### src/sv/csort_pkg.sv
`timescale 1ns / 1ps
// ----------------------------------------------------------------------------
// csort_pkg: shared types and constants of the stable counting sorter
// Request and result structs, field widths and parameter defaults.
// ----------------------------------------------------------------------------
package csort_pkg;

    localparam int KEY_W = 7;
    localparam int TAG_W = 16;

    localparam int DEF_MAX_RECORDS = 64;
    localparam int DEF_KEY_RANGE   = 128;
    localparam int DEF_TAG_BITS    = 16;

    localparam logic [KEY_W-1:0] MAX_KEY_RESET = 7'd100;

    typedef struct packed {
        logic [KEY_W-1:0] item_key;
        logic [TAG_W-1:0] item_tag;
        logic             batch_last;
    } csort_in_t;

    typedef struct packed {
        logic [KEY_W-1:0] sorted_key;
        logic [TAG_W-1:0] sorted_tag;
        logic             key_clamped;
        logic             batch_overflow;
        logic             out_last;
    } csort_out_t;

endpackage

### src/sv/csort_ram.sv
`timescale 1ns / 1ps
// ----------------------------------------------------------------------------
// csort_ram: simple dual-port memory
// One write port, one read port with registered read data.
// ----------------------------------------------------------------------------
module csort_ram #(
    parameter int W = 8,
    parameter int D = 64
) (
    input  logic                 clk,
    input  logic                 we,
    input  logic [$clog2(D)-1:0] waddr,
    input  logic [W-1:0]         wdata,
    input  logic [$clog2(D)-1:0] raddr,
    output logic [W-1:0]         rdata
);

    logic [W-1:0] mem [D];

    always_ff @(posedge clk)
    begin
        if (we)
        begin
            mem[waddr] <= wdata;
        end
        rdata <= mem[raddr];
    end

endmodule

### src/sv/csort_ctrl.sv
`timescale 1ns / 1ps
// ----------------------------------------------------------------------------
// csort_ctrl: sort sequencer with shared count adder
// Loads records, then clears, counts, prefix-sums, scatters and emits.
// ----------------------------------------------------------------------------
module csort_ctrl #(
    parameter int MAX_RECORDS = 64,
    parameter int KEY_RANGE   = 128,
    parameter int TAG_BITS    = 16,
    parameter int RW          = 24,
    parameter int AW          = 6,
    parameter int KIDX        = 7,
    parameter int CW          = 8
) (
    input  logic                            clk,
    input  logic                            rst_n,
    input  logic                            start,
    output logic                            busy,
    input  csort_pkg::csort_in_t            item,
    input  logic [csort_pkg::KEY_W-1:0]     max_key,
    output logic                            result_valid,
    output csort_pkg::csort_out_t           result,
    // record store
    output logic                            st_we,
    output logic [AW-1:0]                   st_waddr,
    output logic [RW-1:0]                   st_wdata,
    output logic [AW-1:0]                   st_raddr,
    input  logic [RW-1:0]                   st_rdata,
    // key counts
    output logic                            cn_we,
    output logic [KIDX-1:0]                 cn_waddr,
    output logic [CW-1:0]                   cn_wdata,
    output logic [KIDX-1:0]                 cn_raddr,
    input  logic [CW-1:0]                   cn_rdata,
    // sorted buffer
    output logic                            so_we,
    output logic [AW-1:0]                   so_waddr,
    output logic [RW-1:0]                   so_wdata,
    output logic [AW-1:0]                   so_raddr,
    input  logic [RW-1:0]                   so_rdata
);

    import csort_pkg::*;

    localparam int TB = (TAG_BITS < TAG_W) ? TAG_BITS : TAG_W;
    localparam int HW = $clog2(MAX_RECORDS + 1);

    typedef enum logic [3:0] {
        S_IDLE, S_CLEAR, S_H_RS, S_H_RC, S_H_WR, S_P_RD, S_P_WR,
        S_S_RS, S_S_RC, S_S_WR, S_EMIT, S_E_DONE
    } state_t;

    state_t          state_reg, state_next;
    logic [HW-1:0]   held_reg, held_next;
    logic [HW-1:0]   n_reg, n_next;
    logic [HW-1:0]   idx_reg, idx_next;
    logic [KIDX-1:0] caddr_reg, caddr_next;
    logic [CW-1:0]   acc_reg, acc_next;
    logic [RW-1:0]   rec_reg, rec_next;
    logic            ovf_reg, ovf_next;
    logic            vld_reg, vld_next;
    logic            last_reg, last_next;

    logic [KEY_W-1:0] lim;
    logic [KEY_W-1:0] key_in;
    logic             clamp_in;
    logic [HW-1:0]    scat_idx;
    logic [HW-1:0]    idx_inc;
    logic [CW-1:0]    alu_b;
    logic [CW-1:0]    alu_sum;
    logic             room;

    // effective key limit: max_key, capped by the count table depth
    always_comb
    begin
        if (32'(max_key) > KEY_RANGE - 1)
        begin
            lim = KEY_W'(KEY_RANGE - 1);
        end
        else
        begin
            lim = max_key;
        end
    end

    assign clamp_in = (item.item_key > lim);
    assign key_in   = clamp_in ? lim : item.item_key;
    assign room     = (held_reg < HW'(MAX_RECORDS));
    assign scat_idx = idx_reg - 1'b1;
    assign idx_inc  = idx_reg + 1'b1;

    // shared count adder: +1 on count, +running sum on prefix, -1 on scatter
    assign alu_sum = cn_rdata + alu_b;

    assign busy         = (state_reg != S_IDLE);
    assign result_valid = vld_reg;

    always_comb
    begin
        result.sorted_key     = so_rdata[TB+KEY_W-1:TB];
        result.sorted_tag     = TAG_W'(so_rdata[TB-1:0]);
        result.key_clamped    = so_rdata[RW-1];
        result.batch_overflow = ovf_reg;
        result.out_last       = last_reg;
    end

    always_comb
    begin
        state_next = state_reg;
        held_next  = held_reg;
        n_next     = n_reg;
        idx_next   = idx_reg;
        caddr_next = caddr_reg;
        acc_next   = acc_reg;
        rec_next   = rec_reg;
        ovf_next   = ovf_reg;
        vld_next   = 1'b0;
        last_next  = last_reg;

        st_we    = 1'b0;
        st_waddr = held_reg[AW-1:0];
        st_wdata = {clamp_in, key_in, TB'(item.item_tag)};
        st_raddr = idx_reg[AW-1:0];
        cn_we    = 1'b0;
        cn_waddr = caddr_reg;
        cn_wdata = alu_sum;
        cn_raddr = caddr_reg;
        so_we    = 1'b0;
        so_waddr = alu_sum[AW-1:0];
        so_wdata = rec_reg;
        so_raddr = idx_reg[AW-1:0];
        alu_b    = acc_reg;

        case (state_reg)
            S_IDLE:
            begin
                if (start)
                begin
                    if (room)
                    begin
                        st_we     = 1'b1;
                        held_next = held_reg + 1'b1;
                    end
                    else
                    begin
                        ovf_next = 1'b1;
                    end
                    if (item.batch_last)
                    begin
                        n_next     = room ? held_reg + 1'b1 : held_reg;
                        caddr_next = '0;
                        state_next = S_CLEAR;
                    end
                end
            end
            S_CLEAR:
            begin
                cn_we    = 1'b1;
                cn_wdata = '0;
                if (caddr_reg == KIDX'(KEY_RANGE - 1))
                begin
                    idx_next   = '0;
                    state_next = S_H_RS;
                end
                else
                begin
                    caddr_next = caddr_reg + 1'b1;
                end
            end
            S_H_RS:
            begin
                state_next = S_H_RC;
            end
            S_H_RC:
            begin
                cn_raddr   = KIDX'(st_rdata[TB+KEY_W-1:TB]);
                rec_next   = st_rdata;
                state_next = S_H_WR;
            end
            S_H_WR:
            begin
                alu_b    = CW'(1);
                cn_we    = 1'b1;
                cn_waddr = KIDX'(rec_reg[TB+KEY_W-1:TB]);
                idx_next = idx_inc;
                if (idx_inc == n_reg)
                begin
                    caddr_next = '0;
                    acc_next   = '0;
                    state_next = S_P_RD;
                end
                else
                begin
                    state_next = S_H_RS;
                end
            end
            S_P_RD:
            begin
                state_next = S_P_WR;
            end
            S_P_WR:
            begin
                cn_we    = 1'b1;
                acc_next = alu_sum;
                if (caddr_reg == KIDX'(lim))
                begin
                    idx_next   = n_reg;
                    state_next = S_S_RS;
                end
                else
                begin
                    caddr_next = caddr_reg + 1'b1;
                    state_next = S_P_RD;
                end
            end
            S_S_RS:
            begin
                st_raddr   = scat_idx[AW-1:0];
                state_next = S_S_RC;
            end
            S_S_RC:
            begin
                cn_raddr   = KIDX'(st_rdata[TB+KEY_W-1:TB]);
                rec_next   = st_rdata;
                state_next = S_S_WR;
            end
            S_S_WR:
            begin
                // position is count - 1; the count drops to the same value
                alu_b    = '1;
                cn_we    = 1'b1;
                cn_waddr = KIDX'(rec_reg[TB+KEY_W-1:TB]);
                so_we    = (alu_sum < CW'(MAX_RECORDS));
                idx_next = scat_idx;
                if (idx_reg == HW'(1))
                begin
                    idx_next   = '0;
                    state_next = S_EMIT;
                end
                else
                begin
                    state_next = S_S_RS;
                end
            end
            S_EMIT:
            begin
                vld_next  = 1'b1;
                last_next = (idx_inc == n_reg);
                idx_next  = idx_inc;
                if (idx_inc == n_reg)
                begin
                    state_next = S_E_DONE;
                end
            end
            S_E_DONE:
            begin
                held_next  = '0;
                ovf_next   = 1'b0;
                state_next = S_IDLE;
            end
            default:
            begin
                state_next = S_IDLE;
            end
        endcase
    end

    always_ff @(posedge clk or negedge rst_n)
    begin
        if (!rst_n)
        begin
            state_reg <= S_IDLE;
            held_reg  <= '0;
            n_reg     <= '0;
            idx_reg   <= '0;
            caddr_reg <= '0;
            acc_reg   <= '0;
            rec_reg   <= '0;
            ovf_reg   <= 1'b0;
            vld_reg   <= 1'b0;
            last_reg  <= 1'b0;
        end
        else
        begin
            state_reg <= state_next;
            held_reg  <= held_next;
            n_reg     <= n_next;
            idx_reg   <= idx_next;
            caddr_reg <= caddr_next;
            acc_reg   <= acc_next;
            rec_reg   <= rec_next;
            ovf_reg   <= ovf_next;
            vld_reg   <= vld_next;
            last_reg  <= last_next;
        end
    end

    a_held_bound: assert property (@(posedge clk) disable iff (!rst_n)
        held_reg <= HW'(MAX_RECORDS))
        else $error("record count above capacity");

    a_result_busy: assert property (@(posedge clk) disable iff (!rst_n)
        vld_reg |-> busy)
        else $error("result strobe while idle");

    a_last_ends: assert property (@(posedge clk) disable iff (!rst_n)
        (vld_reg && last_reg) |=> !vld_reg)
        else $error("result after final result of batch");

    a_last_starts: assert property (@(posedge clk) disable iff (!rst_n)
        (start && !busy && item.batch_last) |=> (state_reg == S_CLEAR))
        else $error("final request did not start the sort");

endmodule

### src/sv/stable_counting_sort.sv
`timescale 1ns / 1ps
// ----------------------------------------------------------------------------
// stable_counting_sort: batch stable counting sorter
// Loads keyed records, sorts each batch by key with a counting sort, and
// emits the records in ascending key order, equal keys in arrival order.
// ----------------------------------------------------------------------------
//
//  Channel   Handshake              Payload
//  -------   ---------------------  ------------------------------------
//  request   start / busy           item   (key, tag, batch_last)
//  result    result_valid strobe    result (key, tag, clamp, ovf, last)
//  config    cfg_we                 cfg_data (max_key)
//
// A request is taken on a clock edge with start high and busy low.
// Requests without batch_last leave busy low, so another can follow.
// A request with batch_last starts the sort; busy stays high through the
//   count clear, histogram, prefix, scatter and emit passes, paced by the
//   registered reads of the record and count memories.
// Results come out one per cycle during the emit pass; the receiver
// cannot stall them. Reset clears the control state; memories need none.
// ----------------------------------------------------------------------------
module stable_counting_sort #(
    parameter int MAX_RECORDS = csort_pkg::DEF_MAX_RECORDS,
    parameter int KEY_RANGE   = csort_pkg::DEF_KEY_RANGE,
    parameter int TAG_BITS    = csort_pkg::DEF_TAG_BITS
) (
    input  logic                        clk,
    input  logic                        rst_n,
    input  logic                        start,
    output logic                        busy,
    input  csort_pkg::csort_in_t        item,
    input  logic                        cfg_we,
    input  logic [csort_pkg::KEY_W-1:0] cfg_data,
    output logic                        result_valid,
    output csort_pkg::csort_out_t       result
);

    import csort_pkg::*;

    // stored tag keeps only the low TAG_BITS bits of the field
    localparam int TB   = (TAG_BITS < TAG_W) ? TAG_BITS : TAG_W;
    localparam int RW   = 1 + KEY_W + TB;
    localparam int AW   = $clog2(MAX_RECORDS);
    localparam int KIDX = $clog2(KEY_RANGE);
    // one spare bit so a count that wraps below zero never looks like a slot
    localparam int CW   = $clog2(MAX_RECORDS + 1) + 1;

    logic [KEY_W-1:0] max_key_reg;

    logic            st_we, cn_we, so_we;
    logic [AW-1:0]   st_waddr, st_raddr, so_waddr, so_raddr;
    logic [RW-1:0]   st_wdata, st_rdata, so_wdata, so_rdata;
    logic [KIDX-1:0] cn_waddr, cn_raddr;
    logic [CW-1:0]   cn_wdata, cn_rdata;

    // hold the key limit; the user must write it only while idle, the block does not enforce this
    always_ff @(posedge clk or negedge rst_n)
    begin
        if (!rst_n)
        begin
            max_key_reg <= MAX_KEY_RESET;
        end
        else if (cfg_we)
        begin
            max_key_reg <= cfg_data;
        end
    end

    csort_ctrl #(
        .MAX_RECORDS (MAX_RECORDS),
        .KEY_RANGE   (KEY_RANGE),
        .TAG_BITS    (TAG_BITS),
        .RW          (RW),
        .AW          (AW),
        .KIDX        (KIDX),
        .CW          (CW)
    ) u_ctrl (
        .clk          (clk),
        .rst_n        (rst_n),
        .start        (start),
        .busy         (busy),
        .item         (item),
        .max_key      (max_key_reg),
        .result_valid (result_valid),
        .result       (result),
        .st_we        (st_we),
        .st_waddr     (st_waddr),
        .st_wdata     (st_wdata),
        .st_raddr     (st_raddr),
        .st_rdata     (st_rdata),
        .cn_we        (cn_we),
        .cn_waddr     (cn_waddr),
        .cn_wdata     (cn_wdata),
        .cn_raddr     (cn_raddr),
        .cn_rdata     (cn_rdata),
        .so_we        (so_we),
        .so_waddr     (so_waddr),
        .so_wdata     (so_wdata),
        .so_raddr     (so_raddr),
        .so_rdata     (so_rdata)
    );

    // records in arrival order
    csort_ram #(.W(RW), .D(MAX_RECORDS)) u_store (
        .clk   (clk),
        .we    (st_we),
        .waddr (st_waddr),
        .wdata (st_wdata),
        .raddr (st_raddr),
        .rdata (st_rdata)
    );

    // key histogram, then running end positions; cleared at each sort start
    csort_ram #(.W(CW), .D(KEY_RANGE)) u_counts (
        .clk   (clk),
        .we    (cn_we),
        .waddr (cn_waddr),
        .wdata (cn_wdata),
        .raddr (cn_raddr),
        .rdata (cn_rdata)
    );

    // records in sorted order, drained by the emit pass
    csort_ram #(.W(RW), .D(MAX_RECORDS)) u_sorted (
        .clk   (clk),
        .we    (so_we),
        .waddr (so_waddr),
        .wdata (so_wdata),
        .raddr (so_raddr),
        .rdata (so_rdata)
    );

endmodule
### config.mk
export PLATFORM = sky130hd
export DESIGN_NAME = stable_counting_sort
export DESIGN_NICKNAME = d
export VERILOG_FILES = /design/src/sv/csort_pkg.sv /design/src/sv/csort_ram.sv /design/src/sv/csort_ctrl.sv /design/src/sv/stable_counting_sort.sv
export SDC_FILE = /design/constraint.sdc
export NUM_CORES = 2
export LEC_CHECK = 0
export ABC_AREA = 0
export ABC_CLOCK_PERIOD_IN_PS = 7600
export BUFFER_PORTS_ARGS = -buffer_cell sky130_fd_sc_hd__buf_2
export CAP_MARGIN = 20
export CORE_ASPECT_RATIO = 1.2
export CORE_MARGIN = 10
export CORE_UTILIZATION = 45
export CTS_CLUSTER_DIAMETER = 120
export CTS_CLUSTER_SIZE = 20
export DETAILED_ROUTE_END_ITERATION = 7
export SLEW_MARGIN = 20
export SYNTH_ARGS = -nofsm -noshare
export SYNTH_HDL_FRONTEND = slang
export SYNTH_SLANG_ARGS = --single-unit
### constraint.sdc
create_clock -name clk -period 7.6 [get_ports clk]
set_input_delay 0.38 -clock clk [delete_from_list [all_inputs] [get_ports clk]]
set_output_delay 0.38 -clock clk [all_outputs]
set_load 0.05 [all_outputs]
---- Yosys cells after proc, flatten, opt, wreduce, memory -nomap -nowiden ----
Memories as Yosys holds them, arrays and structs flattened. A register that Yosys moved wholly into a read port is not among the register bits.
Cells that the tools add are included.
word-level totals
  bits in read-only memories .............. 0
  input port bits ......................... 35
  memories kept ........................... 3
  word-level logic and storage cells ...... 107
  register bits after elaboration ......... 74
  bits in writable memories ............... 4096
  bits in latches ......................... 0
  output and inout bits ................... 28
memories
  memory        words  bits a word  read ports  clocked after memory_dff  wr ports  line             text
  u_sorted.mem  64     24           1           1                         1         csort_ram.sv:18  logic [W-1:0] mem [D];
  u_store.mem   64     24           1           1                         1         csort_ram.sv:18
  u_counts.mem  128    8            1           1                         1         csort_ram.sv:18
operators by class
  $lt $le $gt $ge ......................... 3
  bitwise operators ....................... 0
  multipliers ............................. 0
  shifts and indexed selects .............. 0
  mux-type cells .......................... 44
  reduce and logical (&&, ||, !) cells .... 17
  div/mod/pow operators ................... 0
  equality and inequality tests ........... 24
  $add $sub $neg .......................... 5
operator list
  kind                                                                          number
  7-bit two-way mux                                                             13
  7-bit case mux with 4 select lines                                            2
  4-bit case mux with 11 select lines                                           1
  8-bit case mux with 2 select lines                                            2
  7-bit by 1-bit adder with 7-bit output, second input constant                 3
  4-bit two-way mux                                                             5
  4-bit by 3-bit equality test with 1-bit output, second input constant         4
  4-bit equality test, second input constant                                    4
  8-bit two-way mux                                                             2
  7-bit equality test                                                           2
  1-bit two-way mux                                                             14
  7-bit case mux with 2 select lines                                            1
  4-bit nonzero test                                                            3
  2-bit inequality test, second input constant                                  5
  3-bit AND reduction                                                           3
  8-bit adder                                                                   1
  4-bit by 2-bit equality test with 1-bit output, second input constant         2
  8-bit by 7-bit less-than comparator with 1-bit output, second input constant  1
  2-bit by 1-bit inequality test with 1-bit output, second input constant       4
  7-bit by 1-bit equality test with 1-bit output, second input constant         1
  7-bit equality test, second input constant                                    1
  7-bit greater-than comparator                                                 1
  7-bit less-than comparator, second input constant                             1
  7-bit by 1-bit subtractor with 7-bit output, second input constant            1
  other kinds (12)                                                              16

---- Logic depth before layout (Yosys ltp) ----
  depth in word-level cells ............... 7
  mapped depth ............................ 19
  gate-level depth less buffers ........... 18

---- Hierarchy ----
A second synthesis with hierarchy kept.
second synthesis, totals
  cells, all modules ...................... 7456
  area, all modules ....................... 163445.5 um2
by module, submodules not included
  module                    area an instance (um2)  times used  cells an instance
  csort_ram (u_sorted ...)  59295.6                 2           2610
  csort_ram (u_counts)      39665.5                 1           1635
  csort_ctrl                4893.4                  1           586
  stable_counting_sort      295.3                   1           15

---- Worst setup path after synthesis ----
OpenSTA, ideal clock, no wires.
  path kind ............................... flip-flop to flip-flop
  start point ............................. register u_ctrl.state_reg[0]
  end point ............................... memory u_counts.mem[0][7] (data pin)
  stages on the path, launching flop included .. 15
  setup time .............................. 798 ps
  buffers on the path ..................... 3
  setup slack ............................. 906 ps
  data arrival time ....................... 5896 ps
  cells stage by stage .................... dfrtp_1 -> clkbuf_1 -> clkbuf_1 -> clkbuf_1 -> o21ai_0 -> nand2_1 -> ha_1 -> a21o_1 -> a21oi_1 -> o21bai_1 -> a21oi_1 -> o21bai_1 -> a21oi_1 -> xnor2_1 -> nor2_1
on the way
  word-level cells in the longest chain between the ends .. 4
  elaborated cells on any way between the ends .. 6
RTL lines
  element                                                                                line                        text
  from (decl)                                                                            csort_ctrl.sv:53            state_t state_reg, state_next;
  from (signal assigned)                                                                 csort_ctrl.sv:285           state_reg <= state_next;
  4-bit equality test or 4-bit by 3-bit equality test with 1-bit output (tied branches)  csort_ctrl.sv:134           case (state_reg)
  8-bit case mux with 2 select lines                                                     csort_ctrl.sv:134
  8-bit adder                                                                            csort_ctrl.sv:93            assign alu_sum = cn_rdata + alu_b;
  8-bit two-way mux *                                                                    csort_ctrl.sv:134
  named net cn_wdata[7]                                                                  stable_counting_sort.sv:54  logic [CW-1:0] cn_wdata, cn_rdata;
  to (decl)                                                                              csort_ram.sv:18
Mark *: on every way through the listed nets, which the timed path passes. The rest lies on a longest branch.

---- Worst setup path after layout ----
  start point ............................. register u_ctrl.state_reg[0]
  end point ............................... memory u_sorted.mem[1][22] (netlist bit), enable pin
on the way
  word-level cells in the longest chain between the ends .. 7
  elaborated cells on any way between the ends .. 8
RTL lines
  element                                                                                line               text
  4-bit equality test or 4-bit by 3-bit equality test with 1-bit output (tied branches)  csort_ctrl.sv:134
  8-bit case mux with 2 select lines                                                     csort_ctrl.sv:134
  8-bit adder                                                                            csort_ctrl.sv:93
  8-bit by 7-bit less-than comparator with 1-bit output                                  csort_ctrl.sv:233  so_we = (alu_sum < CW'(MAX_RECORDS));
  1-bit two-way mux                                                                      csort_ctrl.sv:134
  1-bit two-way mux                                                                      csort_ram.sv:22    if (we)
  1-bit two-way mux (implied by the code)                                                csort_ram.sv:24    mem[waddr] <= wdata;
  to (decl)                                                                              csort_ram.sv:18
Parallel ways exist; a longest one is shown, timed or not.

==> metrics <==
Cell variety after synth=86; WL/cell=30.79 µm; Total Wirelength=411.1 mm; cells after synthesis=8,356; hpwl dp=242.4 mm; Total Power Consumption=65,880 µW; largest family of logic cells by synthesized area=multiplexers; multi-input logic area=37,420 µm²; first-pass GRT wire length=593.6 mm; Clock Sinks=4,226; met2 Resource Use GR=0.3283; Synth Area in Compound Gates=0.02427; dpl ws=1.687 ns; Final Hold Fails=0; CTS buffer count=233; Worst R2R Path Depth=15; largest registers=u_sorted.mem: 1536 flops, u_store.mem: 1536 flops, u_counts.mem: 1024 flops; reg-to-reg setup timing slack=1.59 ns; area share of the largest cell type after synthesis=0.7468; Pleak=0.05680 µW; layout cells sized above 1=0.2043; Synth area leader=edfxtp_1; GRT Total Usage=0.2061; setup TNS=0 ns; die extent in x=572.3 µm; FMAX=166.3 MHz; First-pass DRT Iterations=6; CP required=8.17 ns; Synth Area per Inst=19.71 µm²; Overflow after GRT=0; most frequent cells in the layout=edfxtp_1 (4,096), mux4_2 (915), nand2_1 (800), mux2i_1 (353), nand3_1 (282); initial antenna violation count=19; number of synthesized register bits=4,226; final setup vio count=0; die area=390,700 µm²; max-cap viol count=0; Die H=682.7 µm; post-synthesis sequential area ratio=0.7649; setup skew after layout=0.07263 ns; CTS clk-pin slew, worst paths=0.09 ns; Post-CTS Setup Bufs=0; CP max-delay cell=dfrtp_1; CTS Hold Bufs=25; Synth Area in XOR/XNOR=0.002598; worst min-delay path class=primary input to register; Filler cells=29,380; proportion of synthesized area in mux cells=0.1507; setup ws final=1.588 ns; Setup CP Type=register to register; startpoint types=register; Port-buffer cells=62; crit path time final=6.012 ns; Pins Over Slew Limit=0; commonest non-fill, non-tap cell in the layout=edfxtp_1; DRC viols=0; outcome=completed; RSZ-0062 raised after global routing=false; GP Congestion=0.8367; r2r startpoint=u_ctrl.state_reg[0]; Slew headroom=0.1764; total number of vias=81,050; post-cts sizing count=0; CP peak stage delay=0.98 ns; Cell Rows=243; Placeable Area=364,900 µm²; initial DRC count=9,638; Root Driver=clkbuf_16; Starting Density=0.4514; CP max FO=32; Primary FF master, synth=edfxtp_1; GRT met1 Usage=0.2988; Async S/R FF share, synth=0.01751; vias in the first global route=80,740; EDFF count, synth=4,096; FF/Latch Area=126,000 µm²; nets=8,503; M3 GR Usage=0.02948; Post-Syn Nets=8,412; CP endpoint kind=register; Most Crowded Layer GR=met2; drt via density=6.071; Max Root-Sink Buffers=4; CP cell instances=inv_2, nand2_1, nand2_1, nand2_1, nand2b_1, ha_1, a21o_1, a21oi_1, o21bai_1, a21oi_1, o21bai_1, a21oi_1, xnor2_2, nand3_1, nor2_4; main area contributors after synthesis=edfxtp_1 (75%), mux4_2 (13%), mux2i_1 (2.1%), nand2_1 (1.8%), dfrtp_1 (1.1%); Pwr Density=368.7 nW/µm²; synthesized cell area=164,700 µm²; IO Pins=63; WP data arrival=6.58 ns; P&R area growth vs syn=8.497%; CTS tree=built; Final ANT Viol Nets=0; worst slew pin tran=1.223 ns; H-tree Lvls=4; clock latency on the worst-skew pair=0.98 ns; Critical path origin=u_ctrl.state_reg[0]; IR drop worst, VDD=0.5726 mV; simple-gate share of the synthesized area=0.04222; largest net degree at the start of global routing=160; CP Capture Point=u_sorted.mem[1][22]; Critical R2R Capture=u_sorted.mem[1][22]; Tcrit/Tclk final=0.7910; Synth Area in Adders=0.001641; synth warn=0
[metal layers]
layer  vias up  share of wire
met3       601          0.070
met2      3152           0.48
met5         -        0.00019
met4        12          0.034
li1      33830              -
met1     43460           0.42
[final cells by class]
class | instances | share of cell area
clock buffers | 342 | 0.03528
multi-input cells | 3635 | 0.2094
repair buffers | 326 | 0.01473
well taps | 4777 | 0.03345
inverters | 25 | 0.0005252
clock inverters | 13 | 0.001218
diodes | 7 | 0.00009803
flip-flops and latches | 4226 | 0.7053
[synthesized netlist by cell type (12+ instances only)]
cell type  count
a211oi_1      35
a21oi_1      225
a221oi_1      46
a22o_1        20
a22oi_1       23
a31oi_1       23
and3_1        16
buf_1         85
buf_2        136
buf_4         22
buf_6         15
clkbuf_1     210
dfrtp_1       71
dfxtp_1       56
edfxtp_1    4096
ha_1          20
inv_1         24
mux2_2        61
mux2i_1      353
mux4_2       915
nand2_1      802
nand2b_1      16
nand3_1      282
nand4_1       17
nor2_1       373
nor2b_1       20
nor3_1        26
nor4_1        16
o211a_1       14
o21ai_0      104
o31a_1        12
or3_1         12
xnor2_1       30
[per-stage QoR]
stage / instance area (µm²) / hold slack (ns) / std cells / utilization
final: 178700 / 0.1032 / 13350 / 0.4898
after global routing: 178700 / 0.1063 / 13350 / 0.4897
after CTS: 178600 / 0.05106 / 13340 / 0.4896
after detailed placement: 171900 / 0.2663 / 12960 / 0.4711
after global placement: 171800 / 0.2654 / 12960 / 0.4709
after floorplan: 164700 / 0.08441 / 8356 / -
[where the power goes]
part           switching, µW  internal (µW)  leakage [µW]
combinational          15500           6980        0.0152
sequential               632          29800        0.0384
clock                   7250           5760       0.00313
total                  23400          42500        0.0568
[critical path, delay by kind of cell, from the launching register on]
kind,cells,cell delay (ns)
buffers and inverters,1,0.23
xor gates and xnor gates,1,0.36
adders and majority gates,1,0.21
AOI/OAI and AO/OA,6,1.32
and+or+nand+nor,6,2.49
DFF,1,0.98
[how the worst min path moves through the flow]
stage | cells past startpoint | from | endpoint
6_report | 2 | item[11] | u_store.mem[25][10]
5_1_grt | 2 | item[11] | u_store.mem[25][10]
4_1_cts | 2 | item[11] | u_store.mem[22][10]
3_5_place_dp | 1 | rst_n | max_key_reg[0]
3_3_place_gp | 1 | rst_n | max_key_reg[0]
2_1_floorplan | 0 | rst_n | max_key_reg[0]
[cells by family (layout without fill, tap and decap cells)]
group / count (synthesis) / after routing
flip-flops: 4226 / 4226
AND/OR/NAND/NOR: 1628 / 1628
other: 0 / 7
XOR/XNOR: 44 / 44
buffers and inverters: 495 / 706
adder cells (fa/ha/maj): 21 / 21
AO/OA/AOI/OAI: 613 / 613
multiplexers: 1329 / 1329
Power figures use the tool's default switching activity.
